`src/design/frahl_pkg.sv`:
```
package frahl_pkg;

    localparam int MEM_DEPTH_DEF = 256;
    localparam int REG_COUNT_DEF = 4;

    localparam int WORD_W    = 32;
    localparam int ADDR_W    = 9;
    localparam int RIDX_W    = 2;
    localparam int S_TDATA_W = 24;
    localparam int M_TDATA_W = 104;

    typedef enum logic [2:0] {
        OP_ADD    = 3'd0,
        OP_SUB    = 3'd1,
        OP_MUL_D  = 3'd2,
        OP_DIV_D  = 3'd3,
        OP_SLT    = 3'd4,
        OP_MUL_HL = 3'd5,
        OP_DIV_HL = 3'd6,
        OP_LOAD   = 3'd7
    } alu_op_t;

    typedef enum logic [1:0] {
        ST_OK       = 2'd0,
        ST_DIV_ZERO = 2'd1,
        ST_BAD_ADDR = 2'd2
    } status_t;

    // controller -> datapath
    typedef struct packed {
        logic latch;
        logic mul_go;
        logic div_start;
        logic commit;
    } ctrl_cmd_t;

    // datapath -> controller
    typedef struct packed {
        logic is_mul;
        logic is_div;
        logic div_zero;
        logic div_done;
    } dp_stat_t;

    // read-only data memory contents: word i holds floor(1.5 * i)
    function automatic logic [WORD_W-1:0] mem_word(input logic [ADDR_W-1:0] addr);
        logic [ADDR_W+1:0] triple;
        triple = {2'b00, addr} + {1'b0, addr, 1'b0};
        return WORD_W'(triple[ADDR_W+1:1]);
    endfunction

endpackage

```
`src/design/four_register_alu_hi_lo_executor_unit.sv`:
```
// Integer ALU with a small register file and a HI/LO pair, run one decoded
// instruction per input item.
// Input channel s_*: one item is one instruction (ADD, SUB, SLT, MUL, DIV,
// the HI/LO-only forms of MUL and DIV, LOAD). It is taken when s_tvalid and
// s_tready are both high at a rising edge.
// Output channel m_*: exactly one item per instruction, in order: status,
// which register was written and with what, and HI and LO afterwards.
// Sequencing: ADD, SUB, SLT, LOAD and both MUL forms pass from acceptance
// through an execute state to write-back, which loads the output register;
// a new instruction is accepted only after write-back. DIV starts the divider
// in execute and waits for it before write-back; the 32-step radix-2 divider
// produces one quotient bit per cycle. A divide by zero skips the divider
// and goes straight from execute to write-back.
// The controller works on one instruction at a time; the result sits in an
// output register, so a new instruction is accepted while it waits.
// When m_tready is low, the finished item holds in that register and the
// next instruction stops at write-back, so no register state changes until
// the item ahead has been taken.
// Reset (rst_n low, asynchronous): registers become 0, 10, 20, 30, HI and
// LO become 0, the output slot empties. The data memory is a fixed table.
module four_register_alu_hi_lo_executor_unit #(
    parameter int MEM_DEPTH = frahl_pkg::MEM_DEPTH_DEF,
    parameter int REG_COUNT = frahl_pkg::REG_COUNT_DEF
) (
    input  logic                            clk,
    input  logic                            rst_n,
    input  logic                            s_tvalid,
    output logic                            s_tready,
    // command[2:0], dest_reg[4:3], src_a[6:5], src_b[8:7], mem_address[17:9]
    input  logic [frahl_pkg::S_TDATA_W-1:0] s_tdata,
    output logic                            m_tvalid,
    input  logic                            m_tready,
    // status[1:0], reg_written[2], written_index[4:3], written_value[36:5],
    // hi_value[68:37], lo_value[100:69]
    output logic [frahl_pkg::M_TDATA_W-1:0] m_tdata
);

    frahl_pkg::ctrl_cmd_t cmd;
    frahl_pkg::dp_stat_t  stat;

    // sequencing: accept, execute, divide wait, write-back
    frahl_ctrl u_ctrl (
        .clk       (clk),
        .rst_n     (rst_n),
        .in_valid  (s_tvalid),
        .in_ready  (s_tready),
        .out_valid (m_tvalid),
        .out_ready (m_tready),
        .stat      (stat),
        .cmd       (cmd)
    );

    // register file, HI/LO, multiplier, divider and output register
    frahl_dpath #(
        .MEM_DEPTH (MEM_DEPTH),
        .REG_COUNT (REG_COUNT)
    ) u_dpath (
        .clk      (clk),
        .rst_n    (rst_n),
        .in_data  (s_tdata),
        .cmd      (cmd),
        .stat     (stat),
        .out_data (m_tdata)
    );

`ifndef ASSERT_OFF
    // one instruction at a time: no acceptance in the cycle after one
    a_no_back_to_back: assert property (@(posedge clk) disable iff (!rst_n)
        (s_tvalid && s_tready) |=> !s_tready)
        else $error("input accepted on consecutive cycles");

    // a register write always comes with a clean status
    a_write_ok: assert property (@(posedge clk) disable iff (!rst_n)
        (m_tvalid && m_tdata[2]) |-> (m_tdata[1:0] == frahl_pkg::ST_OK))
        else $error("register written with an error status");

    // index and value read zero when nothing was written
    a_no_write_zero: assert property (@(posedge clk) disable iff (!rst_n)
        (m_tvalid && !m_tdata[2]) |-> (m_tdata[36:3] == '0))
        else $error("written index or value nonzero without a write");

    // a new item appears only out of write-back, never while the controller is idle
    a_result_after_accept: assert property (@(posedge clk) disable iff (!rst_n)
        $rose(m_tvalid) |-> $past(!s_tready))
        else $error("result presented while idle");
`endif

endmodule

```
`src/design/frahl_div.sv`:
```
module frahl_div (
    input  logic                         clk,
    input  logic                         rst_n,
    input  logic                         start,
    input  logic [frahl_pkg::WORD_W-1:0] dividend,
    input  logic [frahl_pkg::WORD_W-1:0] divisor,
    output logic                         done,
    output logic [frahl_pkg::WORD_W-1:0] quotient,
    output logic [frahl_pkg::WORD_W-1:0] remainder
);

    localparam int W   = frahl_pkg::WORD_W;
    localparam int CW  = $clog2(W);

    logic [W-1:0]  rem_reg, rem_next;
    logic [W-1:0]  quo_reg, quo_next;
    logic [W-1:0]  dvs_reg;
    logic [CW-1:0] cnt_reg;
    logic          busy_reg;
    logic          done_reg;
    logic          negq_reg;
    logic          negr_reg;
    logic [W:0]    trial;

    // one restoring step: shift in the next dividend bit, subtract if it fits
    always_comb
    begin
        trial = {rem_reg, quo_reg[W-1]} - {1'b0, dvs_reg};
        if (!trial[W])
        begin
            rem_next = trial[W-1:0];
            quo_next = {quo_reg[W-2:0], 1'b1};
        end
        else
        begin
            rem_next = {rem_reg[W-2:0], quo_reg[W-1]};
            quo_next = {quo_reg[W-2:0], 1'b0};
        end
    end

    always_ff @(posedge clk or negedge rst_n)
    begin
        if (!rst_n)
        begin
            busy_reg <= 1'b0;
            done_reg <= 1'b0;
            cnt_reg  <= '0;
        end
        else
        begin
            done_reg <= 1'b0;
            if (start)
            begin
                busy_reg <= 1'b1;
                cnt_reg  <= '0;
            end
            else if (busy_reg)
            begin
                cnt_reg <= cnt_reg + 1'b1;
                if (cnt_reg == CW'(W - 1))
                begin
                    busy_reg <= 1'b0;
                    done_reg <= 1'b1;
                end
            end
        end
    end

    always_ff @(posedge clk)
    begin
        if (start)
        begin
            rem_reg  <= '0;
            quo_reg  <= dividend[W-1] ? (~dividend + 1'b1) : dividend;
            dvs_reg  <= divisor[W-1] ? (~divisor + 1'b1) : divisor;
            negq_reg <= dividend[W-1] ^ divisor[W-1];
            negr_reg <= dividend[W-1];
        end
        else if (busy_reg)
        begin
            rem_reg <= rem_next;
            quo_reg <= quo_next;
        end
    end

    // restore signs: quotient truncates, remainder follows the dividend
    assign quotient  = negq_reg ? (~quo_reg + 1'b1) : quo_reg;
    assign remainder = negr_reg ? (~rem_reg + 1'b1) : rem_reg;
    assign done      = done_reg;

endmodule

```
`src/design/frahl_dpath.sv`:
```
module frahl_dpath #(
    parameter int MEM_DEPTH = frahl_pkg::MEM_DEPTH_DEF,
    parameter int REG_COUNT = frahl_pkg::REG_COUNT_DEF
) (
    input  logic                            clk,
    input  logic                            rst_n,
    input  logic [frahl_pkg::S_TDATA_W-1:0] in_data,
    input  frahl_pkg::ctrl_cmd_t            cmd,
    output frahl_pkg::dp_stat_t             stat,
    output logic [frahl_pkg::M_TDATA_W-1:0] out_data
);

    localparam int W    = frahl_pkg::WORD_W;
    localparam int RIW  = (REG_COUNT > 1) ? $clog2(REG_COUNT) : 1;
    localparam int RW   = frahl_pkg::RIDX_W;
    localparam int AW   = frahl_pkg::ADDR_W;

    logic [W-1:0]        rf_reg [REG_COUNT];
    logic [W-1:0]        hi_reg, hi_next;
    logic [W-1:0]        lo_reg, lo_next;
    frahl_pkg::alu_op_t  op_reg;
    logic [RW-1:0]       dst_reg;
    logic [AW-1:0]       addr_reg;
    logic [W-1:0]        a_reg, b_reg;
    logic [2*W-1:0]      prod_reg;
    logic [frahl_pkg::M_TDATA_W-1:0] out_reg;

    logic [RW-1:0]       in_src_a, in_src_b;
    logic [W-1:0]        a_val, b_val;
    logic signed [W-1:0] a_s, b_s;
    logic signed [2*W-1:0] prod;
    logic                div_done;
    logic [W-1:0]        div_q, div_r;

    frahl_pkg::status_t  res_status;
    logic                res_wr;
    logic [W-1:0]        res_val;

    assign in_src_a = in_data[6:5];
    assign in_src_b = in_data[8:7];

    // out-of-range register reads give zero
    always_comb
    begin
        a_val = '0;
        b_val = '0;
        if (32'(in_src_a) < REG_COUNT)
        begin
            a_val = rf_reg[in_src_a[RIW-1:0]];
        end
        if (32'(in_src_b) < REG_COUNT)
        begin
            b_val = rf_reg[in_src_b[RIW-1:0]];
        end
    end

    assign a_s  = a_reg;
    assign b_s  = b_reg;
    assign prod = a_s * b_s;

    frahl_div u_div (
        .clk       (clk),
        .rst_n     (rst_n),
        .start     (cmd.div_start),
        .dividend  (a_reg),
        .divisor   (b_reg),
        .done      (div_done),
        .quotient  (div_q),
        .remainder (div_r)
    );

    assign stat.is_mul   = op_reg inside {frahl_pkg::OP_MUL_D, frahl_pkg::OP_MUL_HL};
    assign stat.is_div   = op_reg inside {frahl_pkg::OP_DIV_D, frahl_pkg::OP_DIV_HL};
    assign stat.div_zero = (b_reg == '0);
    assign stat.div_done = div_done;

    // result of the held instruction, used at write-back
    always_comb
    begin
        res_status = frahl_pkg::ST_OK;
        res_wr     = 1'b0;
        res_val    = '0;
        hi_next    = hi_reg;
        lo_next    = lo_reg;
        case (op_reg)
            frahl_pkg::OP_ADD:
            begin
                res_val = a_reg + b_reg;
                res_wr  = 1'b1;
            end
            frahl_pkg::OP_SUB:
            begin
                res_val = a_reg - b_reg;
                res_wr  = 1'b1;
            end
            frahl_pkg::OP_SLT:
            begin
                res_val = W'(a_s < b_s);
                res_wr  = 1'b1;
            end
            frahl_pkg::OP_MUL_D, frahl_pkg::OP_MUL_HL:
            begin
                hi_next = prod_reg[2*W-1:W];
                lo_next = prod_reg[W-1:0];
                res_val = prod_reg[W-1:0];
                res_wr  = (op_reg == frahl_pkg::OP_MUL_D);
            end
            frahl_pkg::OP_DIV_D, frahl_pkg::OP_DIV_HL:
            begin
                if (b_reg == '0)
                begin
                    res_status = frahl_pkg::ST_DIV_ZERO;
                end
                else
                begin
                    hi_next = div_r;
                    lo_next = div_q;
                    res_val = div_q;
                    res_wr  = (op_reg == frahl_pkg::OP_DIV_D);
                end
            end
            frahl_pkg::OP_LOAD:
            begin
                if (32'(addr_reg) < MEM_DEPTH)
                begin
                    res_val = frahl_pkg::mem_word(addr_reg);
                    res_wr  = 1'b1;
                end
                else
                begin
                    res_status = frahl_pkg::ST_BAD_ADDR;
                end
            end
            default:
            begin
                res_wr = 1'b0;
            end
        endcase
        // writes to a register that does not exist are dropped
        if (32'(dst_reg) >= REG_COUNT)
        begin
            res_wr = 1'b0;
        end
        if (!res_wr)
        begin
            res_val = '0;
        end
    end

    always_ff @(posedge clk or negedge rst_n)
    begin
        if (!rst_n)
        begin
            for (int i = 0; i < REG_COUNT; i++)
            begin
                rf_reg[i] <= W'(10 * i);
            end
            hi_reg <= '0;
            lo_reg <= '0;
        end
        else if (cmd.commit)
        begin
            if (res_wr)
            begin
                rf_reg[dst_reg[RIW-1:0]] <= res_val;
            end
            hi_reg <= hi_next;
            lo_reg <= lo_next;
        end
    end

    always_ff @(posedge clk)
    begin
        if (cmd.latch)
        begin
            op_reg   <= frahl_pkg::alu_op_t'(in_data[2:0]);
            dst_reg  <= in_data[4:3];
            addr_reg <= in_data[17:9];
            a_reg    <= a_val;
            b_reg    <= b_val;
        end
        if (cmd.mul_go)
        begin
            prod_reg <= prod;
        end
        if (cmd.commit)
        begin
            out_reg <= {3'b000, lo_next, hi_next, res_val,
                        (res_wr ? dst_reg : 2'b00), res_wr, res_status};
        end
    end

    assign out_data = out_reg;

endmodule

```
`src/design/frahl_ctrl.sv`:
```
module frahl_ctrl (
    input  logic                 clk,
    input  logic                 rst_n,
    input  logic                 in_valid,
    output logic                 in_ready,
    output logic                 out_valid,
    input  logic                 out_ready,
    input  frahl_pkg::dp_stat_t  stat,
    output frahl_pkg::ctrl_cmd_t cmd
);

    typedef enum logic [3:0] {
        S_IDLE = 4'b0001,
        S_EXEC = 4'b0010,
        S_DIV  = 4'b0100,
        S_WB   = 4'b1000
    } state_t;

    state_t state_reg, state_next;
    logic   out_valid_reg, out_valid_next;
    logic   out_free;

    // the output slot frees up in the same cycle its item is taken
    assign out_free = !out_valid_reg || out_ready;

    always_comb
    begin
        state_next    = state_reg;
        cmd           = '0;
        in_ready      = 1'b0;
        case (state_reg)
            S_IDLE:
            begin
                in_ready = 1'b1;
                if (in_valid)
                begin
                    cmd.latch  = 1'b1;
                    state_next = S_EXEC;
                end
            end
            S_EXEC:
            begin
                if (stat.is_mul)
                begin
                    cmd.mul_go = 1'b1;
                    state_next = S_WB;
                end
                else if (stat.is_div && !stat.div_zero)
                begin
                    cmd.div_start = 1'b1;
                    state_next    = S_DIV;
                end
                else
                begin
                    state_next = S_WB;
                end
            end
            S_DIV:
            begin
                if (stat.div_done)
                begin
                    state_next = S_WB;
                end
            end
            S_WB:
            begin
                if (out_free)
                begin
                    cmd.commit = 1'b1;
                    state_next = S_IDLE;
                end
            end
            default:
            begin
                state_next = S_IDLE;
            end
        endcase
    end

    always_comb
    begin
        out_valid_next = out_valid_reg;
        if (cmd.commit)
        begin
            out_valid_next = 1'b1;
        end
        else if (out_ready)
        begin
            out_valid_next = 1'b0;
        end
    end

    always_ff @(posedge clk or negedge rst_n)
    begin
        if (!rst_n)
        begin
            state_reg     <= S_IDLE;
            out_valid_reg <= 1'b0;
        end
        else
        begin
            state_reg     <= state_next;
            out_valid_reg <= out_valid_next;
        end
    end

    assign out_valid = out_valid_reg;

endmodule
```
`config.mk`:
```
export PLATFORM = sky130hd
export DESIGN_NAME = four_register_alu_hi_lo_executor_unit
export DESIGN_NICKNAME = d
export VERILOG_FILES = /design/src/design/frahl_pkg.sv /design/src/design/four_register_alu_hi_lo_executor_unit.sv /design/src/design/frahl_div.sv /design/src/design/frahl_dpath.sv /design/src/design/frahl_ctrl.sv
export SDC_FILE = /design/constraint.sdc
export NUM_CORES = 2
export LEC_CHECK = 0
export BUFFER_PORTS_ARGS = -buffer_cell sky130_fd_sc_hd__buf_2
export CORE_ASPECT_RATIO = 0.5
export CORE_MARGIN = 2
export CORE_UTILIZATION = 66
export CTS_CLUSTER_DIAMETER = 200
export DETAILED_ROUTE_END_ITERATION = 16
export PLACE_DENSITY = 0.88
export SYNTH_ARGS = -nofsm -noshare
export SYNTH_HDL_FRONTEND = slang
export SYNTH_SLANG_ARGS = --single-unit
```
`constraint.sdc`:
```
create_clock -name clk -period 9.5 [get_ports clk]
set_input_delay 2.85 -clock clk [delete_from_list [all_inputs] [get_ports clk]]
set_output_delay 2.85 -clock clk [all_outputs]
set_load 0.005 [all_outputs]
```
Yosys cells after proc, flatten, opt, wreduce, memory -nomap -nowiden

Cells that the tools add are included.
W data, S select, Z words.

Flip-flop bits (word level): 545
Bits in latches: 0
Memory bits (writable): 0
Bits in read-only memories: 0
Input port bits: 28
Output and inout port bits: 106
Word-level logic and storage cells: 136
Memories kept: 0

Add/subtract/negate cells: 9
Multipliers: 1
Divide/modulo/power cells: 0
Magnitude comparators: 6
Equal/unequal tests: 15
Shift operators: 0
Muxes and demuxes: 56
Bitwise logic cells: 8
Reductions and logical operators: 16

Operators by type and width:

| cell                    | count |
|---|---|
| $mux W32                | 15 |
| $pmux W32 S6            | 1 |
| $add A32 B1 Y32 const B | 4 |
| $bmux W32 S2            | 2 |
| $bwmux W128             | 1 |
| $not A32 Y32            | 4 |
| $pmux W32 S2            | 2 |
| $demux W32 S2           | 1 |
| $mul A32 B32 Y64        | 1 |
| $sub A33 B32 Y33        | 1 |
| $add A32 B32 Y32        | 1 |
| $logic_not A32 Y1       | 1 |
| $lt A32 B32 Y1          | 1 |
| $sub A32 B32 Y32        | 1 |
| $mux W31                | 1 |
| $mux W1                 | 20 |
| $mux W4                 | 5 |
| $pmux W4 S4             | 1 |
| $eq A3 B3 Y1 const B    | 4 |
| $add A9 B10 Y11         | 1 |
| $mux W10                | 1 |
| $mux W5                 | 2 |
| $ge A3 B3 Y1 const B    | 3 |
| $lt A9 B9 Y1 const B    | 1 |
| other kinds (25)        | 36 |

Logic depth before layout (Yosys ltp)

Depth after elaboration: 7
Depth in mapped cells: 31
Gate-level depth less buffers: 28

Hierarchy

From an unflattened synthesis, not the netlist that was laid out.

Cell total of the unflattened synthesis: 6566
Area, all modules: 65444.0 sq um

Modules (own cells, without submodules):

| module      | instances | cells each | area an instance (sq um) | sequential area each (sq um) |
|---|---|---|---|---|
| frahl_dpath | 1         | 5568       | 56671.9                  | 12111.6 |
| frahl_div   | 1         | 965        | 8444.3                   | 2797.7 |
| frahl_ctrl  | 1         | 33         | 327.8                    | 126.4 |

Worst setup path after synthesis

No wires, ideal clock.

Path kind: flip-flop to flip-flop
Start: register u_dpath.a_reg[31]
End: register u_dpath.prod_reg[61], data pin
Setup time: 259 ps
Data arrival time: 8152 ps
Required time: 9241 ps
Slack: 1089 ps
Stages on the path, launching flop included: 29
Path buffers: 3
Clock period less this slack: 8411 ps
Path through: edfxtp_1 clkbuf_1 clkbuf_1 buf_1 nand2_1 inv_1 fa_1 inv_1 fa_1 inv_1 fa_1 inv_1 fa_1 inv_1 fa_1 fa_1 fa_1 fa_1 ha_1 nor2_1 nor2_1 a41oi_1 inv_1 o311a_1 o21ai_0 nand2_1 a311o_1 a21oi_1 xnor2_1

Cells in the longest elaborated chain, start to end: 1

Ends and longest elaborated chain:

| element                | line               | RTL |
|---|---|---|
| start, declared        | frahl_dpath.sv:24  | `logic [W-1:0] a_reg, b_reg;` |
| start signal, assigned | frahl_dpath.sv:179 | `a_reg <= a_val;` |
| $mul A32 B32 Y64       | frahl_dpath.sv:59  | `assign prod = a_s * b_s;` |
| via u_dpath.prod[61]   | frahl_dpath.sv:31  | `logic signed [2*W-1:0] prod;` |
| end signal, assigned   | frahl_dpath.sv:184 | `prod_reg <= prod;` |
| end, declared          | frahl_dpath.sv:25  | `logic [2*W-1:0] prod_reg;` |

The timed path passes the listed nets, and every way through them passes these cells.
A chain may end at the register's enable or synchronous reset.

Final worst setup path

Start: register u_dpath.b_reg[8]
End: register u_dpath.prod_reg[61], data pin

Cells in the longest elaborated chain, start to end: 1

Ends and longest elaborated chain:

| element                | line               | RTL |
|---|---|---|
| start, declared        | frahl_dpath.sv:24  |  |
| start signal, assigned | frahl_dpath.sv:180 | `b_reg <= b_val;` |
| $mul A32 B32 Y64       | frahl_dpath.sv:59  |  |
| via u_dpath.prod[61]   | frahl_dpath.sv:31  |  |

The timed path passes the listed nets, and every way through them passes these cells.

==> results.yml <==
clocking:
  cts_root_buffer: "clkbuf_16"
  h-tree-depth: 2
  clk_latency_ps: 660
  cts_tree: "yes"
  cts-buffers-inserted: 50
  clockBufferDepth: 3
  cts_sinks: 545
  clkTransAtPathRegs_ps: 70
route:
  drc: 0
  avgRoutedWirePerCell_um: 25.0
  vias: 52200
  vias_per_cell: 6.41
  first_pass_iters: 7
  ant_nets: 0
  wl_um: 204000
  drtIter0Drc: 7262
sta:
  period_share_pct: 97.8
  finalWorstSetupSlack_ps: 213
  hold_violations: 0
  max_freq_mhz: 108
  slew_viol_final: 8
  finClkSkew_ps: 56.6
  setup_violations: 0
  min_period_ps: 9290
  fin_setup_tns_ps: 0
  tightest_slew_ps: 1660
  rsz0062_at_grt: "false"
  maxSlewHeadroom_pct: -11.9
worst_setup_path:
  worst_path_largest_cell_delay_ps: 910
  crit_arrival_ps: 9700
  start_kind: "register"
  critPathKind: "reg -> reg"
  worstPathMaxFanout: 16
  r2r-start: "u_dpath.b_reg[8]$_DFFE_PP_"
  critPathLaunch: "u_dpath.b_reg[8]$_DFFE_PP_"
  critPathMostFrequentCell: "fa_1"
  crit_path_end_kind: "register"
  worstPathRequired_ps: 9910
  critPathSlowestCell: "edfxtp_1"
global_routing:
  grt_pass1_wl_um: 309000
  grt_use_total_pct: 40.4
  grt_pass1_vias: 53800
  overflow: 0
  grt_antenna_before_repair: 31
  grt_start_max_net_pins: 160
synth:
  ys.flop_type: "edfxtp_1"
  yosys.area.top_type_share_pct: 33.1
  ys_seq_area_share_pct: 22.9
  synthCells: 6699
  yosysUniqueCellTypes: 89
  synth.cell_area_um2: 65700
  netlist_top_cells_count: "inv_1, fa_1, nand2_1, and2_1, clkbuf_1"
  synth_most_common_cell: "inv_1"
  ys_ff_latch: 545
  yosys_warnings: 0
  synth_top_area_cell: "fa_1"
  avgSynthCellArea_um2: 9.80
  synth_enable_flop_cells: 309
  async_reset_ff_share_pct: 37.4
  yosys-top-cells-area: "fa_1, edfxtp_1, dfrtp_1"
die:
  num_io_pins: 134
  initial_core_util_pct: 66.9
  dieArea_um2: 102000
  core_area_um2: 98200
  die_w_um: 450
  die_y_um: 227
  rows: 81
place:
  post-place-ws_ps: 216
  dp.cells: 8035
  dp_hpwl_um: 157000
  gp_congestion: 1.05
  numPortBuffers: 124
finish:
  nets: 8175
  drive_above_1_share_pct: 9.77
  fin_cells: 8151
  largest_reg_flops: 128
  areaGrowthSynthToFinish_pct: 7.45
hold_path:
  holdCritStartpoint: "u_dpath.rf_reg[65]$_DFFE_PN1P_"
  hp-class: "reg -> reg"
run:
  cap_violations: 2
run_status:
  violations: "max-capacitance violations, max-slew violations"
  status: "finished, violations left"
[cell families (layout without fill, tap and decap cells)]
family	Yosys count	count (layout)	synth area share, %
other	1	18	0.00571
DFF	545	545	22.9
muxes	135	135	3.36
adders and majority gates	1382	1382	38.7
buffers and inverters	1505	1612	8.73
and+or+nand+nor	1979	1979	14.1
xor gates and xnor gates	242	242	3.23
AOI/OAI and AO/OA	910	910	8.89
[cells in the final DEF (no fill, tap or decap), types with 50 or more instances in the layout]
| master | instances |
|---|---|
| nor3_1 | 50 |
| o21ai_0 | 261 |
| a21oi_1 | 214 |
| buf_4 | 251 |
| inv_1 | 1118 |
| o31ai_1 | 59 |
| dfrtp_1 | 194 |
| clkbuf_16 | 51 |
| fa_1 | 1085 |
| edfxtp_1 | 309 |
| nand2_1 | 971 |
| ha_1 | 295 |
| and2_1 | 452 |
| xnor2_1 | 126 |
| mux4_2 | 64 |
| nor2_1 | 259 |
| a21o_1 | 80 |
| buf_2 | 123 |
| xor2_1 | 115 |
[worst max-delay path: cells and delay by family, from the launching register on]
family | cells | cell delay (ps)
DFF | 1 | 910
xor gates and xnor gates | 1 | 120
adders and majority gates | 9 | 4290
buffers and inverters | 9 | 1250
AOI/OAI and AO/OA | 7 | 1530
and+or+nand+nor | 3 | 970
[area by class of cell]
cell class                      instances  area (µm²)
Multi-Input combinational cell       4651       45000
Fill cell                            6519       27600
Sequential cell                       545       15000
Inverter                             1123        4220
Timing Repair Buffer                  395        2910
Tap cell                             1328        1660
Clock buffer                           62        1360
Clock inverter                         32         358
Antenna cell                           15        37.5
[metrics by stage]
stage | cell area (µm²) | util [%] | hold slack [ps]
after CTS | 70400 | 71.7 | 470
final | 70600 | 71.8 | 475
after detailed placement | 68700 | 70.0 | 458
after floorplan | 65700 | - | 443
after global placement | 68700 | 70.0 | 449
after global routing | 70500 | 71.8 | 502
[final timing paths]
kind / end / slack (ps) / cells after the start
max: u_dpath.prod_reg[61]$_DFFE_PP_ / 210 / 29
min: u_dpath.rf_reg[65]$_DFFE_PN1P_ / 480 / 2
max reg2reg: u_dpath.prod_reg[61]$_DFFE_PP_ / 210 / 29
min reg2reg: u_dpath.rf_reg[65]$_DFFE_PN1P_ / 480 / 2
max in group asynchronous: u_dpath.rf_reg[126]$_DFFE_PN0P_ / 6050 / 2
min in group asynchronous: u_dpath.lo_reg[9]$_DFFE_PN0P_ / 2140 / 1
[timing repair]
action                                 in CTS  in global routing
resized for setup                           0                  4
hold buffers                                0                  0
setup endpoints to repair                   0                  7
buffers inserted                            0                  7
endpoints found under the hold margin       0                  0
[layer usage]
metal,GRT usage [%],vias up,wire length (µm)
li1,-,21400,-
met1,49.9,25900,68000
met2,59.1,3969,86000
met3,19.2,994,36000
met4,22.0,34,13700
met5,0,-,261
Power is not shown: default switching activity piles up to over one toggle a cycle in this logic, so the estimate is an artifact.
